`src/sv/spq_pkg.sv`:
```
// Types and codes of the sorted priority queue.
// Depends on nothing; used by the interfaces and all modules but spq_ram.
`timescale 1ns / 1ps
`default_nettype none

package spq_pkg;

  localparam int PRIO_W   = 8;
  localparam int SYMBOL_W = 8;
  localparam int COUNT_W  = 5;
  localparam int CAP_W    = 5;
  localparam int STATUS_W = 2;
  localparam int ENTRY_W  = PRIO_W + SYMBOL_W;

  typedef logic [PRIO_W-1:0]   prio_t;
  typedef logic [SYMBOL_W-1:0] symbol_t;
  typedef logic [COUNT_W-1:0]  count_t;
  typedef logic [CAP_W-1:0]    cap_t;
  typedef logic [STATUS_W-1:0] status_t;

  localparam logic OP_INSERT = 1'b0;
  localparam logic OP_REMOVE = 1'b1;

  localparam status_t ST_DONE  = 2'd0;
  localparam status_t ST_FULL  = 2'd1;
  localparam status_t ST_EMPTY = 2'd2;

  typedef struct packed {
    prio_t   prio;
    symbol_t symbol;
  } entry_t;

  typedef struct packed {
    status_t status;
    prio_t   out_prio;
    symbol_t out_symbol;
    count_t  fill_count;
    logic    empty_flag;
    logic    full_flag;
  } rsp_word_t;

endpackage

`default_nettype wire

```
`src/sv/spq_req_if.sv`:
```
// Request channel of the queue: operation and entry to insert.
// Depends on spq_pkg.
`timescale 1ns / 1ps
`default_nettype none

interface spq_req_if;
  import spq_pkg::*;

  logic    valid;
  logic    ready;
  logic    operation;
  prio_t   item_prio;
  symbol_t item_symbol;

  modport source (output valid, output operation, output item_prio, output item_symbol,
                  input ready);
  modport sink (input valid, input operation, input item_prio, input item_symbol,
                output ready);
endinterface

`default_nettype wire

```
`src/sv/spq_rsp_if.sv`:
```
// Response channel of the queue: status, removed entry, fill state.
// Depends on spq_pkg.
`timescale 1ns / 1ps
`default_nettype none

interface spq_rsp_if;
  import spq_pkg::*;

  logic    valid;
  logic    ready;
  status_t status;
  prio_t   out_prio;
  symbol_t out_symbol;
  count_t  fill_count;
  logic    empty_flag;
  logic    full_flag;

  modport source (output valid, output status, output out_prio, output out_symbol,
                  output fill_count, output empty_flag, output full_flag, input ready);
  modport sink (input valid, input status, input out_prio, input out_symbol,
                input fill_count, input empty_flag, input full_flag, output ready);
endinterface

`default_nettype wire

```
`src/sv/spq_cfg_if.sv`:
```
// Configuration write channel: capacity register.
// Depends on spq_pkg.
`timescale 1ns / 1ps
`default_nettype none

interface spq_cfg_if;
  import spq_pkg::*;

  logic valid;
  logic ready;
  cap_t capacity;

  modport source (output valid, output capacity, input ready);
  modport sink (input valid, input capacity, output ready);
endinterface

`default_nettype wire

```
`src/sv/sorted_priority_queue.sv`:
```
// Sorted priority queue, top level.
// Depends on spq_pkg, the channel interfaces, spq_ctrl, spq_ram, spq_out_reg.
//
// req carries one word per operation: insert (item_prio, item_symbol) or
// remove head. Each word gives exactly one word on rsp with status, the
// removed entry (zero unless a remove succeeded), fill count and flags.
// Smaller priority numbers leave first; equal ones leave in arrival order.
// cfg writes the capacity register (0 acts as 1, above DEPTH as DEPTH).
// req.ready is high only while no operation is in flight; one operation
// at a time. Entries live in one RAM with registered read data.
// Remove: START reads the head slot and REMRD returns it; START rejects
// an empty queue. Insert: START rejects a full queue or writes into an
// empty one; else SHIFT walks from the tail, moving each stored entry that
// sorts after the new one up one slot; SHIFT or PLACE then writes it.
// A response sits in an output register; a stalled rsp holds it, and the
// next operation is accepted but waits at its final step until it drains.
// Synchronous reset empties the queue and sets capacity to 16; RAM content
// is not cleared and needs no clearing pass.
`timescale 1ns / 1ps
`default_nettype none

module sorted_priority_queue #(
  parameter int DEPTH = 16
) (
  input logic       clk,
  input logic       rst,
  spq_req_if.sink   req,
  spq_cfg_if.sink   cfg,
  spq_rsp_if.source rsp
);
  import spq_pkg::*;

  localparam int AW = $clog2(DEPTH);

  logic          mem_we;
  logic [AW-1:0] mem_waddr;
  entry_t        mem_wdata;
  logic          mem_re;
  logic [AW-1:0] mem_raddr;
  entry_t        mem_rdata;
  logic          res_valid;
  rsp_word_t     res_word;
  logic          slot_free;

  spq_ctrl #(.DEPTH(DEPTH)) u_ctrl (
    .clk       (clk),
    .rst       (rst),
    .req       (req),
    .cfg       (cfg),
    .mem_we    (mem_we),
    .mem_waddr (mem_waddr),
    .mem_wdata (mem_wdata),
    .mem_re    (mem_re),
    .mem_raddr (mem_raddr),
    .mem_rdata (mem_rdata),
    .res_valid (res_valid),
    .res_word  (res_word),
    .slot_free (slot_free)
  );

  spq_ram #(.WIDTH(ENTRY_W), .DEPTH(DEPTH)) u_ram (
    .clk   (clk),
    .we    (mem_we),
    .waddr (mem_waddr),
    .wdata (mem_wdata),
    .re    (mem_re),
    .raddr (mem_raddr),
    .rdata (mem_rdata)
  );

  spq_out_reg u_out (
    .clk       (clk),
    .rst       (rst),
    .res_valid (res_valid),
    .res_word  (res_word),
    .slot_free (slot_free),
    .rsp       (rsp)
  );

endmodule

`default_nettype wire

```
`src/sv/spq_ram.sv`:
```
// Generic single-write, single-read RAM with registered read data.
// Depends on nothing.
`timescale 1ns / 1ps
`default_nettype none

module spq_ram #(
  parameter int WIDTH = 16,
  parameter int DEPTH = 16,
  localparam int AW = (DEPTH > 1) ? $clog2(DEPTH) : 1
) (
  input  logic             clk,
  input  logic             we,
  input  logic [AW-1:0]    waddr,
  input  logic [WIDTH-1:0] wdata,
  input  logic             re,
  input  logic [AW-1:0]    raddr,
  output logic [WIDTH-1:0] rdata
);

  logic [WIDTH-1:0] mem [DEPTH];

  always_ff @(posedge clk) begin
    if (we) begin
      mem[waddr] <= wdata;
    end
    if (re) begin
      rdata <= mem[raddr];
    end
  end

endmodule

`default_nettype wire

```
`src/sv/spq_ctrl.sv`:
```
// Queue sequencer: capacity register, head and fill pointers, insert walk
// and remove over the entry RAM. Depends on spq_pkg, spq_req_if, spq_cfg_if.
`timescale 1ns / 1ps
`default_nettype none

module spq_ctrl #(
  parameter int DEPTH = 16,
  localparam int AW = $clog2(DEPTH),
  localparam int CW = $clog2(DEPTH + 1)
) (
  input  logic                       clk,
  input  logic                       rst,
  spq_req_if.sink                    req,
  spq_cfg_if.sink                    cfg,
  output logic                       mem_we,
  output logic [AW-1:0]              mem_waddr,
  output spq_pkg::entry_t            mem_wdata,
  output logic                       mem_re,
  output logic [AW-1:0]              mem_raddr,
  input  spq_pkg::entry_t            mem_rdata,
  output logic                       res_valid,
  output spq_pkg::rsp_word_t         res_word,
  input  logic                       slot_free
);
  import spq_pkg::*;

  localparam logic [2:0] S_IDLE  = 3'd0;
  localparam logic [2:0] S_START = 3'd1;
  localparam logic [2:0] S_SHIFT = 3'd2;
  localparam logic [2:0] S_PLACE = 3'd3;
  localparam logic [2:0] S_REMRD = 3'd4;

  logic [2:0]    state, state_next;
  cap_t          capacity;
  logic [AW-1:0] head, head_next;
  logic [CW-1:0] fill, fill_next;
  logic [CW-1:0] walk, walk_next;
  logic          op;
  prio_t         prio;
  symbol_t       symbol;
  logic [CW-1:0] eff_cap;
  entry_t        new_entry;

  function automatic logic [AW-1:0] slot(input logic [AW-1:0] base,
                                         input logic [AW-1:0] off);
    logic [AW:0] s;
    s = {1'b0, base} + {1'b0, off};
    if (s >= (AW+1)'(DEPTH)) begin
      s = s - (AW+1)'(DEPTH);
    end
    return s[AW-1:0];
  endfunction

  always_comb begin
    if (capacity == '0) begin
      eff_cap = CW'(1);
    end else if (32'(capacity) > 32'(DEPTH)) begin
      eff_cap = CW'(DEPTH);
    end else begin
      eff_cap = CW'(capacity);
    end
  end

  assign new_entry = '{prio: prio, symbol: symbol};
  assign req.ready = (state == S_IDLE);
  assign cfg.ready = 1'b1;

  always_comb begin
    state_next = state;
    head_next  = head;
    fill_next  = fill;
    walk_next  = walk;
    mem_we     = 1'b0;
    mem_waddr  = head;
    mem_wdata  = new_entry;
    mem_re     = 1'b0;
    mem_raddr  = head;
    res_valid  = 1'b0;
    res_word.status     = ST_DONE;
    res_word.out_prio   = '0;
    res_word.out_symbol = '0;

    unique case (state)
      S_IDLE: begin
        if (req.valid) begin
          state_next = S_START;
        end
      end
      S_START: begin
        if (op == OP_INSERT) begin
          if (fill >= eff_cap) begin
            if (slot_free) begin
              res_valid       = 1'b1;
              res_word.status = ST_FULL;
              state_next      = S_IDLE;
            end
          end else if (fill == '0) begin
            if (slot_free) begin
              mem_we     = 1'b1;
              fill_next  = fill + CW'(1);
              res_valid  = 1'b1;
              state_next = S_IDLE;
            end
          end else begin
            mem_re     = 1'b1;
            mem_raddr  = slot(head, AW'(fill - CW'(1)));
            walk_next  = fill;
            state_next = S_SHIFT;
          end
        end else begin
          if (fill == '0) begin
            if (slot_free) begin
              res_valid       = 1'b1;
              res_word.status = ST_EMPTY;
              state_next      = S_IDLE;
            end
          end else begin
            mem_re     = 1'b1;
            state_next = S_REMRD;
          end
        end
      end
      S_SHIFT: begin
        // read data holds the entry just below the gap at walk
        mem_waddr = slot(head, AW'(walk));
        if (mem_rdata.prio > prio) begin
          mem_we    = 1'b1;
          mem_wdata = mem_rdata;
          walk_next = walk - CW'(1);
          if (walk == CW'(1)) begin
            state_next = S_PLACE;
          end else begin
            mem_re    = 1'b1;
            mem_raddr = slot(head, AW'(walk - CW'(2)));
          end
        end else if (slot_free) begin
          mem_we     = 1'b1;
          fill_next  = fill + CW'(1);
          res_valid  = 1'b1;
          state_next = S_IDLE;
        end
      end
      S_PLACE: begin
        if (slot_free) begin
          mem_we     = 1'b1;
          fill_next  = fill + CW'(1);
          res_valid  = 1'b1;
          state_next = S_IDLE;
        end
      end
      S_REMRD: begin
        if (slot_free) begin
          res_valid           = 1'b1;
          res_word.out_prio   = mem_rdata.prio;
          res_word.out_symbol = mem_rdata.symbol;
          head_next  = (32'(head) == DEPTH - 1) ? '0 : head + AW'(1);
          fill_next  = fill - CW'(1);
          state_next = S_IDLE;
        end
      end
      default: begin
        state_next = S_IDLE;
      end
    endcase

    res_word.fill_count = COUNT_W'(fill_next);
    res_word.empty_flag = (fill_next == '0);
    res_word.full_flag  = (fill_next >= eff_cap);
  end

  always_ff @(posedge clk) begin
    if (rst) begin
      state    <= S_IDLE;
      head     <= '0;
      fill     <= '0;
      capacity <= CAP_W'(16);
    end else begin
      state <= state_next;
      head  <= head_next;
      fill  <= fill_next;
      if (cfg.valid) begin
        capacity <= cfg.capacity;
      end
    end
  end

  always_ff @(posedge clk) begin
    walk <= walk_next;
    if (req.valid && req.ready) begin
      op     <= req.operation;
      prio   <= req.item_prio;
      symbol <= req.item_symbol;
    end
  end

endmodule

`default_nettype wire

```
`src/sv/spq_out_reg.sv`:
```
// Output register holding one response word until the sink takes it.
// Depends on spq_pkg, spq_rsp_if.
`timescale 1ns / 1ps
`default_nettype none

module spq_out_reg (
  input  logic               clk,
  input  logic               rst,
  input  logic               res_valid,
  input  spq_pkg::rsp_word_t res_word,
  output logic               slot_free,
  spq_rsp_if.source          rsp
);
  import spq_pkg::*;

  logic      full;
  rsp_word_t word;

  assign slot_free = !full || rsp.ready;

  always_ff @(posedge clk) begin
    if (rst) begin
      full <= 1'b0;
    end else if (res_valid) begin
      full <= 1'b1;
    end else if (rsp.ready) begin
      full <= 1'b0;
    end
  end

  always_ff @(posedge clk) begin
    if (res_valid) begin
      word <= res_word;
    end
  end

  assign rsp.valid      = full;
  assign rsp.status     = word.status;
  assign rsp.out_prio   = word.out_prio;
  assign rsp.out_symbol = word.out_symbol;
  assign rsp.fill_count = word.fill_count;
  assign rsp.empty_flag = word.empty_flag;
  assign rsp.full_flag  = word.full_flag;

endmodule

`default_nettype wire

```
`src/flat_wrapper.sv`:
```
// flat-port wrapper written by rule: the top's interface ports become plain ports
module sorted_priority_queue_flat import spq_pkg::*;
#(
  parameter int DEPTH = 16
)
  (clk, rst, req_valid, req_operation, req_item_prio, req_item_symbol, req_ready, cfg_valid, cfg_capacity, cfg_ready, rsp_valid, rsp_status, rsp_out_prio, rsp_out_symbol, rsp_fill_count, rsp_empty_flag, rsp_full_flag, rsp_ready);
  spq_req_if req_i ();
  spq_cfg_if cfg_i ();
  spq_rsp_if rsp_i ();
  input logic clk;
  input logic rst;
  input wire logic [$bits(req_i.valid)-1:0] req_valid;
  input wire logic [$bits(req_i.operation)-1:0] req_operation;
  input wire logic [$bits(req_i.item_prio)-1:0] req_item_prio;
  input wire logic [$bits(req_i.item_symbol)-1:0] req_item_symbol;
  output wire logic [$bits(req_i.ready)-1:0] req_ready;
  input wire logic [$bits(cfg_i.valid)-1:0] cfg_valid;
  input wire logic [$bits(cfg_i.capacity)-1:0] cfg_capacity;
  output wire logic [$bits(cfg_i.ready)-1:0] cfg_ready;
  output wire logic [$bits(rsp_i.valid)-1:0] rsp_valid;
  output wire logic [$bits(rsp_i.status)-1:0] rsp_status;
  output wire logic [$bits(rsp_i.out_prio)-1:0] rsp_out_prio;
  output wire logic [$bits(rsp_i.out_symbol)-1:0] rsp_out_symbol;
  output wire logic [$bits(rsp_i.fill_count)-1:0] rsp_fill_count;
  output wire logic [$bits(rsp_i.empty_flag)-1:0] rsp_empty_flag;
  output wire logic [$bits(rsp_i.full_flag)-1:0] rsp_full_flag;
  input wire logic [$bits(rsp_i.ready)-1:0] rsp_ready;
  assign req_i.valid = req_valid;
  assign req_i.operation = req_operation;
  assign req_i.item_prio = req_item_prio;
  assign req_i.item_symbol = req_item_symbol;
  assign req_ready = req_i.ready;
  assign cfg_i.valid = cfg_valid;
  assign cfg_i.capacity = cfg_capacity;
  assign cfg_ready = cfg_i.ready;
  assign rsp_valid = rsp_i.valid;
  assign rsp_status = rsp_i.status;
  assign rsp_out_prio = rsp_i.out_prio;
  assign rsp_out_symbol = rsp_i.out_symbol;
  assign rsp_fill_count = rsp_i.fill_count;
  assign rsp_empty_flag = rsp_i.empty_flag;
  assign rsp_full_flag = rsp_i.full_flag;
  assign rsp_i.ready = rsp_ready;
  sorted_priority_queue #(.DEPTH(DEPTH)) u_core (.clk(clk), .rst(rst), .req(req_i), .cfg(cfg_i), .rsp(rsp_i));
endmodule
```
`config.mk`:
```
export PLATFORM = sky130hd
export DESIGN_NAME = sorted_priority_queue_flat
export DESIGN_NICKNAME = d
export VERILOG_FILES = /design/src/sv/spq_pkg.sv /design/src/sv/spq_req_if.sv /design/src/sv/spq_rsp_if.sv /design/src/sv/spq_cfg_if.sv /design/src/sv/sorted_priority_queue.sv /design/src/sv/spq_ram.sv /design/src/sv/spq_ctrl.sv /design/src/sv/spq_out_reg.sv /design/src/flat_wrapper.sv
export SDC_FILE = /design/constraint.sdc
export NUM_CORES = 1
export LEC_CHECK = 0
export BUFFER_PORTS_ARGS = -buffer_cell sky130_fd_sc_hd__buf_4
export CAP_MARGIN = 0
export CORE_AREA = 3 3 193 195
export DETAILED_ROUTE_END_ITERATION = 7
export DIE_AREA = 0 0 196 198
export SLEW_MARGIN = 10
export SYNTH_ARGS = -nofsm -noshare
export SYNTH_HDL_FRONTEND = slang
export SYNTH_HIERARCHICAL = 1
export SYNTH_SLANG_ARGS = --single-unit
```
`constraint.sdc`:
```
create_clock -name clk -period 12.4 [get_ports clk]
set_input_delay 2.48 -clock clk [delete_from_list [all_inputs] [get_ports clk]]
set_output_delay 2.48 -clock clk [all_outputs]
set_load 0.005 [all_outputs]
```
Yosys cells after proc, flatten, opt, wreduce, memory -nomap -nowiden
Memory sizes are Yosys's and may differ from the RTL's. A register that Yosys moved wholly into a read port is not among the register bits.
Cells that the tools add are included.
Widths: inputs -> output; s select.
{"block": "totals", "regBits": 65, "n_memories": 1, "mem_bits_rw": 256, "output_inout_bits": 28}
{"block": "op_classes", "eq_ne": 12, "muxes": 61, "add_sub_neg": 11, "magnitude_cmp": 7, "reduce_logical": 13}
{"name": "u_core.u_ram.mem", "depth": 16, "word_bits": 16, "read_ports": 1, "rd_clocked_by_memory_dff": 1, "wr": 1, "line_no": "spq_ram.sv:20", "source": "logic [WIDTH-1:0] mem [DEPTH];"}
{"cell": "$mux 5", "count": 12}
{"cell": "$mux 4", "count": 10}
{"cell": "$mux 16", "count": 2}
{"cell": "$mux 3", "count": 8}
{"cell": "$pmux 5 s4", "count": 1}
{"cell": "$mux 1", "count": 19}
{"cell": "$add 4x4->5", "count": 3}
{"cell": "$ge 5x5->1 const B", "count": 3}
{"cell": "$logic_not 5->1", "count": 3}
{"cell": "$pmux 3 s4", "count": 1}
{"cell": "$sub 4x1->4 const B", "count": 3}
{"cell": "$ge 5x5->1", "count": 2}
{"cell": "$ne 2x2->1 const B", "count": 5}
{"cell": "$pmux 5 s2", "count": 1}
{"cell": "$sub 5x1->5 const B", "count": 2}
{"cell": "$gt 8x8->1", "count": 1}
{"cell": "$pmux 4 s2", "count": 1}
{"cell": "$eq 3x2->1 const B", "count": 2}
{"cell": "$mux 2", "count": 3}
{"cell": "$pmux 1 s3", "count": 2}
{"cell": "$add 5x1->5 const B", "count": 1}
{"cell": "$eq 5x1->1 const B", "count": 1}
{"cell": "$gt 5x5->1 const B", "count": 1}
{"cell": "$reduce_and 5->1", "count": 1}
{"cell": "14 further kinds", "count": 16}

Longest topological paths before layout
Gate-level depths: netlist (run 1).
{"block": "logic_depth", "depth_word": 9, "mapped_depth": 17, "mapped_depth_nobuf": 17}

By module
Netlist (run 1), hierarchy kept.
{"module": "spq_ram", "n_inst": 1, "cells_each": 432, "seq_area_each_um2": 8167.8, "area_each_um2": 10202.3}
{"module": "spq_ctrl", "n_inst": 1, "cells_each": 367, "seq_area_each_um2": 1001.0, "area_each_um2": 3146.8}
{"module": "spq_out_reg", "n_inst": 1, "cells_each": 29, "seq_area_each_um2": 770.7, "area_each_um2": 797.0}

Worst setup path before layout (run 1)
OpenSTA, ideal clock, no wires.
{"block": "synth_path", "path_kind": "input port to flip-flop", "startpoint": "input port rsp_ready", "endpoint": "memory u_core.u_ram.mem[0][0], enable pin", "cell_stages": 7, "setup_ns": 0.409, "t_arrival_ns": 5.093, "path_slack_ns": 6.898, "path_cell_list": "nand2b_4 > clkbuf_1 > clkbuf_1 > o21ai_0 > a21oi_1 > or3b_2 > nor3_1"}
{"block": "synth_via", "elab_chain_len": 8}
{"item": "start, declared", "line_no": "flat_wrapper.sv:27", "source": "input wire logic [$bits(rsp_i.ready)-1:0] rsp_ready;"}
{"item": "$logic_or 1x1->1 *", "line_no": "spq_out_reg.sv:19", "source": "assign slot_free = !full || rsp.ready;"}
{"item": "$mux 1 *", "line_no": "spq_ctrl.sv:98, spq_ctrl.sv:136, spq_ctrl.sv:144"}
{"item": "$mux 1", "line_no": "spq_ctrl.sv:97", "source": "end else if (fill == '0) begin"}
{"item": "$mux 1", "line_no": "spq_ctrl.sv:91", "source": "if (fill >= eff_cap) begin"}
{"item": "$mux 1", "line_no": "spq_ctrl.sv:90", "source": "if (op == OP_INSERT) begin"}
{"item": "$pmux 1 s3 *", "line_no": "spq_ctrl.sv:83", "source": "unique case (state)"}
{"item": "named net u_core.mem_we", "line_no": "sorted_priority_queue.sv:35", "source": "logic mem_we;"}
{"item": "$mux 1 *", "line_no": "spq_ram.sv:23", "source": "if (we) begin"}
{"item": "$mux 1 (implied by the code) *", "line_no": "spq_ram.sv:24", "source": "mem[waddr] <= wdata;"}
{"item": "end, declared", "line_no": "spq_ram.sv:20"}
The timed path passes the listed nets; every way through them passes the cells marked *.

Worst setup path after layout (run 1)
{"block": "layout_path", "startpoint": "register u_core.u_ram.rdata[9] (read register of u_core.u_ram.mem)", "endpoint": "register u_core.u_ram.rdata[9] (read register of u_core.u_ram.mem), data pin"}
{"block": "layout_via", "elab_chain_len": 3}
{"item": "start, declared", "line_no": "spq_ram.sv:17", "source": "output logic [WIDTH-1:0] rdata"}
{"item": "$gt 8x8->1", "line_no": "spq_ctrl.sv:126", "source": "if (mem_rdata.prio > prio) begin"}
{"item": "$mux 4", "line_no": "spq_ctrl.sv:126"}
{"item": "$pmux 4 s2", "line_no": "spq_ctrl.sv:83"}
{"item": "named net u_core.mem_raddr[0]", "line_no": "sorted_priority_queue.sv:39", "source": "logic [AW-1:0] mem_raddr;"}
The timed path passes the listed nets, and every way through them passes these cells.
A chain may end at the register's enable or synchronous reset.

==> flow_metrics.py, run 1 <==
metrics = {
    "clock_network": {
        "cts_buffer_depth": 3,
        "clkTransAtPathRegs_ns": 0.06,
        "worst_skew_pair.late_latency_ns": 0.54,
        "clock-sinks": 337,
        "postCtsSetupBuffers": 0,
        "ctsResizeCount": 0,
        "hold_buffers": 0,
        "cts_tree": "yes",
        "cts-buffers-inserted": 36,
        "htree_levels": 2,
        "root_buffer": "clkbuf_16",
    },
    "min_path": {
        "min_from": "u_core/u_ctrl/capacity[0]",
        "hold_path.class": "flop to flop",
        "min_path_cells": 2,
        "min_to": "u_core/u_ctrl/capacity[0]",
    },
    "sta": {
        "rsz0062_at_grt": "false",
        "setup_tns_ns": 0,
        "max_freq_mhz": 185,
        "finalMaxSlewViolations": 0,
        "tightest_slew_ns": 1.27,
        "setup_viol": 0,
        "period_needed_ns": 5.42,
        "hold_violations": 0,
        "skew_ns": 0.0247,
        "min_period_over_period": 0.437,
        "relSlewSlack": 0.149,
    },
    "grt": {
        "grt.overflow.total": 0,
        "grt_max_degree": 65,
        "first_global_vias": 7729,
        "antenna_found_initial": 0,
        "grt_pass1_wl_mm": 47.6,
        "grt_util_all_layers": 0.162,
    },
    "synth": {
        "ys_types": 60,
        "synthArstFlopShare": 0,
        "syn_nets": 891,
        "synth_ff_type": "edfxtp_1",
        "syn-instance-count": 828,
        "synth_most_common_cell": "edfxtp_1",
        "yosys_register_bits": 337,
        "synth.cell_area_sq_mm": 0.0141,
        "ys_top_cells_by_count": "edfxtp_1 (319), nand2_1 (61), mux4_2 (54)",
        "ys_seq_area_frac": 0.703,
        "synth_edf_count": 319,
        "synthTopCellsByArea": "edfxtp_1 (68%), mux4_2 (8.6%), ha_1 (2.9%)",
        "yosysTopAreaCell": "edfxtp_1",
        "syn_avg_cell_area_sq_um": 17.1,
        "yosysWarnings": 6,
        "synth_top_area_frac": 0.677,
    },
    "final_layout": {
        "n_antenna_cell": 0,
        "syn_to_final_growth_pct": 15.1,
        "fin_nets": 971,
        "final_cell_area_sq_mm": 0.0163,
        "layout-drive-gt1-share": 0.228,
    },
    "power_and_ir_drop": {
        "power_frac_seq": 0.521,
        "p_int_uw": 1950,
        "switchingPower_uw": 540,
        "vdd_drop_max_uv": 122,
        "cellPowerDensity_mw_per_mm2": 153,
        "clockPowerShare": 0.411,
        "pwr-share-comb": 0.067,
        "leakage_uw": 0.00557,
        "p_sw_frac": 0.217,
    },
    "drt": {
        "first_iter_violations": 586,
        "via_per_inst": 5.50,
        "drc": 0,
        "wl_per_cell_microns": 22.4,
        "wirelength_mm": 31.2,
        "vias": 7650,
        "drtAntennaViolNets": 0,
        "dr.pass1.iters": 5,
    },
    "worst_setup_path": {
        "slowest_delay_ns": 0.73,
        "r2r_slack_ns": 6.98,
        "worstSetupPathType": "flop to flop",
        "cp_data_required_time_ns": 12.66,
        "reg2reg_to": "u_core/u_ram/rdata[9]",
        "crit_fanout": 39,
        "crit_slowest_cell": "a311oi_1",
        "path_cells": "ha_1 > nor2b_1 > o211ai_1 > a211oi_1 > nor2_1 > a311oi_1 > a22oi_1 > nand2_4 > buf_4 > mux4_1 > a22oi_1 > nand2_1",
        "start_kind": "flop",
        "ff2ff_path_depth": 12,
        "r2r-start": "u_core/u_ram/rdata[9]",
        "crit_top_cell": "a22oi_1",
        "crit_path_end_kind": "flop",
        "arrival_ns": 5.67,
    },
    "floorplan": {
        "fp.coreArea_sq_mm": 0.0356,
        "die-area_sq_mm": 0.0388,
        "start_util": 0.398,
        "io_pins": 55,
        "row_count": 69,
        "die-height_microns": 198,
        "die_x_microns": 196,
    },
    "place": {
        "port_buffers": 53,
        "place_area_sq_mm": 0.0152,
        "dpl.hpwl_mm": 19.6,
        "gp_congestion": 0.812,
    },
    "run": {
        "drv_cap": 0,
    },
    "outcome": {
        "status": "finished clean",
    },
}
[flip-flops by register name (all words and copies together), names as in the netlist]
register / cells
u_core/u_ctrl/symbol: 8
u_core/u_ctrl/fill: 5
u_core/u_out/rsp.out_symbol: 8
u_core/u_out/rsp.empty_flag: 1
u_core/u_out/rsp.full_flag: 1
u_core/u_ctrl/state: 3
u_core/u_ram/rdata: 16
u_core/u_ctrl/prio: 8
u_core/u_ctrl/capacity: 5
u_core/u_out/rsp.out_prio: 8
u_core/u_out/rsp.valid: 1
u_core/u_out/rsp.status: 2
u_core/u_ctrl/walk: 5
u_core/u_ram/mem: 256
u_core/u_ctrl/op: 1
u_core/u_ctrl/head: 4
u_core/u_out/rsp.fill_count: 5
[metrics by stage]
stage / hold slack [ns] / total power, uW / instances / utilization / setup WS [ns]
after detailed placement: 0.495 / 1490 / 1331 / 0.426 / 6.96
after global routing: 0.544 / 2580 / 1392 / 0.458 / 6.55
final: 0.506 / 2490 / 1392 / 0.458 / 6.98
after floorplan: 0.461 / 1420 / 828 / - / 6.90
after CTS: 0.510 / 2520 / 1392 / 0.458 / 6.94
after global placement: 0.482 / 1490 / 1331 / 0.426 / 7.00
[routing by layer]
layer,up-vias,GRT usage,share of wire
li1,3417,-,-
met1,3928,0.232,0.46
met2,246,0.253,0.46
met3,59,0.0277,0.056
met4,0,0.0576,0.030
met5,-,0,0
[critical path: cells and delay by family (launching register included)]
family	cells	cell delay, ns
AO/OA/AOI/OAI	5	2.01
AND/OR/NAND/NOR	4	1.01
buffers and inverters	1	0.72
multiplexers	1	0.64
flip-flops	1	0.41
adder cells (fa/ha/maj)	1	0.31
[cells by family after synthesis]
family                   Yosys count  synth area share
flip-flops                       337             0.703
adder cells (fa/ha/maj)           36            0.0334
other                              1          0.000265
buffers and inverters             66            0.0218
AO/OA/AOI/OAI                    103            0.0489
multiplexers                      79             0.116
XOR/XNOR                          18            0.0111
AND/OR/NAND/NOR                  188            0.0658
[how the worst max path moves through the flow]
stage                                      start                      end  slack (ns)  cells after the start
after detailed placement   u_core/u_ram/rdata[9]    u_core/u_ram/rdata[9]        6.96                     12
after global routing      u_core/u_ram/rdata[13]    u_core/u_ram/rdata[9]        6.55                     12
after floorplan                        rsp_ready   u_core/u_ram/mem[0][0]        6.90                      7
final                      u_core/u_ram/rdata[9]    u_core/u_ram/rdata[9]        6.98                     12
after CTS                  u_core/u_ram/rdata[9]    u_core/u_ram/rdata[9]        6.94                     12
after global placement                 rsp_ready  u_core/u_ram/mem[15][8]        7.00                      7
[power groups by stage]
stage | sequential [uW] | clock [uW] | combinational [uW]
6_report | 1300 | 1020 | 168
4_1_cts | 1300 | 1050 | 170
3_3_place_gp | 1320 | 0 | 166
2_1_floorplan | 1320 | 0 | 108
3_5_place_dp | 1320 | 0 | 169
5_1_grt | 1300 | 1100 | 186
[area by class of cell]
cell class              count  area (sq um)
repair buffers             81           608
well taps                 461           577
clock inverters            20           196
inverters                  27           101
multi-input cells         425          3940
flip-flops and latches    337          9940
fillers                  3034         19300
clock buffers              41           920
[placed cells by master, fill, tap and decap left out, types with 10 or more instances in the layout]
cell       count
mux4_2        54
inv_1         27
mux4_1        10
and3_1        18
clkinv_1      10
clkbuf_16     36
o21ai_0       18
ha_1          33
dfxtp_1       18
buf_4         81
nand2_1       59
nor2_1        44
a22oi_1       37
a21oi_1       16
edfxtp_1     319
No activity file was read; power rests on OpenSTA's default activity.
==> inputs of run 2 (changes only) <==
--- a/config.mk
+++ b/config.mk
@@ -5,11 +5,12 @@
 export SDC_FILE = /design/constraint.sdc
 export NUM_CORES = 1
 export LEC_CHECK = 0
+export ABC_AREA = 1
 export BUFFER_PORTS_ARGS = -buffer_cell sky130_fd_sc_hd__buf_4
 export CAP_MARGIN = 0
-export CORE_AREA = 3 3 193 195
+export CORE_AREA = 3 3 203 205
 export DETAILED_ROUTE_END_ITERATION = 7
-export DIE_AREA = 0 0 196 198
+export DIE_AREA = 0 0 206 208
 export SLEW_MARGIN = 10
 export SYNTH_ARGS = -nofsm -noshare
 export SYNTH_HDL_FRONTEND = slang
==> constraint.sdc (replaced) <==
create_clock -name clk -period 5.2 [get_ports clk]
set_input_delay 1.04 -clock clk [delete_from_list [all_inputs] [get_ports clk]]
set_output_delay 1.04 -clock clk [all_outputs]
set_load 0.005 [all_outputs]
==> run 2 against run 1 <==
Worst hold slack got worse by 0.0090 ns. Via count increased by 45%. Maximum frequency increased by 42%. Wire length increased by 34%. Total power increased to 2.6 times the previous value. Synthesized cell count increased by 92%. Largest power group unchanged. Critical path depth increased by 4. Critical endpoint is now u_core/u_ram/rdata[2].
==> flow_metrics.py, run 2 <==
metrics = {
    "outcome": {
        "status": "finished clean",
    },
    "power_and_ir_drop": {
        "cellPowerDensity_mw_per_mm2": 363,
        "vdd_drop_max_uv": 200,
        "leakage_uw": 0.00779,
        "totalPowerFinal_uw": 6550,
    },
    "sta": {
        "period_needed_ns": 3.81,
        "skew_ns": 0.0215,
        "setup_tns_ns": 0,
        "setup_viol": 0,
        "tightest_slew_ns": 1.19,
        "hold_violations": 0,
        "relSlewSlack": 0.204,
        "fin_ws_ns": 1.39,
        "rsz0062_at_grt": "false",
        "min_period_over_period": 0.732,
        "finalMaxSlewViolations": 0,
        "max_freq_mhz": 263,
    },
    "final_layout": {
        "fin_nets": 1720,
        "fillerInstances": 3767,
        "n_antenna_cell": 0,
        "final_cell_mix": "nand2_1 (473), edfxtp_1 (319), inv_1 (264)",
        "largest_reg_flops": 256,
        "final_cell_area_sq_mm": 0.0180,
        "syn_to_final_growth_pct": 14.3,
        "layout-drive-gt1-share": 0.119,
        "multi_input_area_sq_mm": 0.00449,
        "top_register": "u_core/u_ram/mem",
        "reg.largest.list": "u_core/u_ram/mem: 256 flops, u_core/u_ram/rdata: 16 flops",
        "seq_area_sq_mm": 0.00994,
        "final_util": 0.455,
        "final_common_cell": "nand2_1",
    },
    "synth": {
        "synth_ff_type": "edfxtp_1",
        "ys_seq_area_frac": 0.630,
        "yosysTopAreaCell": "edfxtp_1",
        "synthArstFlopShare": 0,
        "syn-instance-count": 1588,
        "ys_types": 44,
        "synth_top_area_frac": 0.607,
        "synth.cell_area_sq_mm": 0.0158,
        "syn_avg_cell_area_sq_um": 9.94,
        "ys_top_cells_by_count": "nand2_1 (475), edfxtp_1 (319), inv_1 (264)",
        "synth_edf_count": 319,
        "syn_nets": 1651,
        "synthTopCellsByArea": "edfxtp_1 (61%), nand2_1 (11%), nand3_1 (6.7%)",
        "synth_most_common_cell": "nand2_1",
        "yosys_register_bits": 337,
        "yosysWarnings": 6,
    },
    "clock_network": {
        "cts-buffers-inserted": 38,
        "cts_buffer_depth": 3,
        "cts_tree": "yes",
        "htree_levels": 2,
        "postCtsSetupBuffers": 0,
        "hold_buffers": 0,
        "worst_skew_pair.late_latency_ns": 0.55,
        "root_buffer": "clkbuf_16",
        "clkTransAtPathRegs_ns": 0.06,
        "clock-sinks": 337,
        "ctsResizeCount": 0,
    },
    "drt": {
        "first_iter_violations": 998,
        "drtAntennaViolNets": 0,
        "wirelength_mm": 41.8,
        "vias": 11109,
        "dr.pass1.iters": 6,
        "drc": 0,
        "via_per_inst": 5.03,
        "wl_per_cell_microns": 18.9,
    },
    "place": {
        "place_area_sq_mm": 0.0168,
        "dpl.hpwl_mm": 24.9,
        "gp_congestion": 0.875,
        "dpl_worst_slack_ns": 1.40,
        "port_buffers": 53,
    },
    "worst_setup_path": {
        "path_cells": "inv_1 > ha_1 > inv_1 > a21boi_1 > o21bai_4 > nand2_2 > nor3_4 > o21ai_0 > a22oi_1 > nand2_4 > buf_4 > nand2_1 > nand3_1 > nand3_1 > nand3_1 > nand2_1",
        "cp_data_required_time_ns": 5.49,
        "crit_path_end_kind": "flop",
        "cp_top_family": "compound AO/OA/AOI/OAI gates",
        "start_kind": "flop",
        "r2r-start": "u_core/u_ctrl/fill[0]",
        "slowest_delay_ns": 0.67,
        "worstSetupPathType": "flop to flop",
        "ff2ff_path_depth": 16,
        "worstSetupStartpoint": "u_core/u_ctrl/fill[0]",
        "path_buf_inv": 3,
        "crit_slowest_cell": "buf_4",
        "crit_fanout": 69,
        "crit_top_cell": "nand3_1",
        "reg2reg_to": "u_core/u_ram/rdata[2]",
        "arrival_ns": 4.10,
        "r2r_slack_ns": 1.39,
    },
    "floorplan": {
        "fp.coreArea_sq_mm": 0.0396,
        "io_pins": 55,
        "row_count": 73,
        "die-area_sq_mm": 0.0428,
        "die-height_microns": 208,
        "start_util": 0.398,
        "die_x_microns": 206,
    },
    "grt": {
        "grt_util_all_layers": 0.196,
        "grt.overflow.total": 0,
        "grt_max_degree": 70,
        "first_global_vias": 10668,
        "antenna_found_initial": 0,
        "grt_pass1_wl_mm": 63.6,
    },
    "min_path": {
        "hold_path.class": "flop to flop",
        "min_path_cells": 2,
        "min_to": "u_core/u_ctrl/capacity[3]",
        "min_from": "u_core/u_ctrl/capacity[3]",
    },
    "run": {
        "drv_cap": 0,
    },
}
[run 2: area by class of cell]
class,count,area share
flip-flops and latches,337,0.551
repair buffers,92,0.0390
well taps,525,0.0364
inverters,275,0.0573
multi-input cells,913,0.249
clock buffers,49,0.0555
clock inverters,19,0.0122
[run 2: stage by stage]
step / hold slack, ns / instances
floorplan: 0.449 / 1588
global placement: 0.482 / 2142
detailed placement: 0.491 / 2142
CTS: 0.502 / 2210
global route: 0.516 / 2210
finish: 0.497 / 2210
[run 2: worst max path at each step]
stage / endpoint / depth (start not counted)
CTS: u_core/u_ram/rdata[2] / 16
global placement: u_core/u_ram/rdata[13] / 17
floorplan: u_core/u_ram/mem[12][0] / 8
detailed placement: u_core/u_ram/rdata[13] / 17
global route: u_core/u_ram/rdata[2] / 16
finish: u_core/u_ram/rdata[2] / 16
[run 2: worst reg2reg max path: stages, from the launching register on]
cell and delay (ns):
dfxtp_1 0.45, inv_1 0.22, ha_1 0.33, inv_1 0.03, a21boi_1 0.21, o21bai_4 0.11, nand2_2 0.13, nor3_4 0.06
o21ai_0 0.43, a22oi_1 0.20, nand2_4 0.13, buf_4 0.67, nand2_1 0.17, nand3_1 0.15, nand3_1 0.11, nand3_1 0.11
nand2_1 0.05
[run 2: power by group]
part	total, uW	internal, uW	leakage (uW)	switching (uW)
logic	766	244	0.00415	522
registers	3130	3100	0.00304	36.7
clock network	2650	1570	0.000594	1080
total	6550	4910	0.00779	1640
[run 2: cell families after synthesis]
logic type	after synthesis	synth area share
xor+xnor	18	0.00999
flops	337	0.630
buf+inv	338	0.0898
simple gates	784	0.213
other cells	1	0.000238
fa+ha+maj	36	0.0300
compound gates	74	0.0275
[run 2: layer usage]
layer	wire length [microns]	global-route usage
met5	0	0
met4	1360	0.0676
met3	3000	0.0316
met2	18900	0.305
met1	18500	0.279
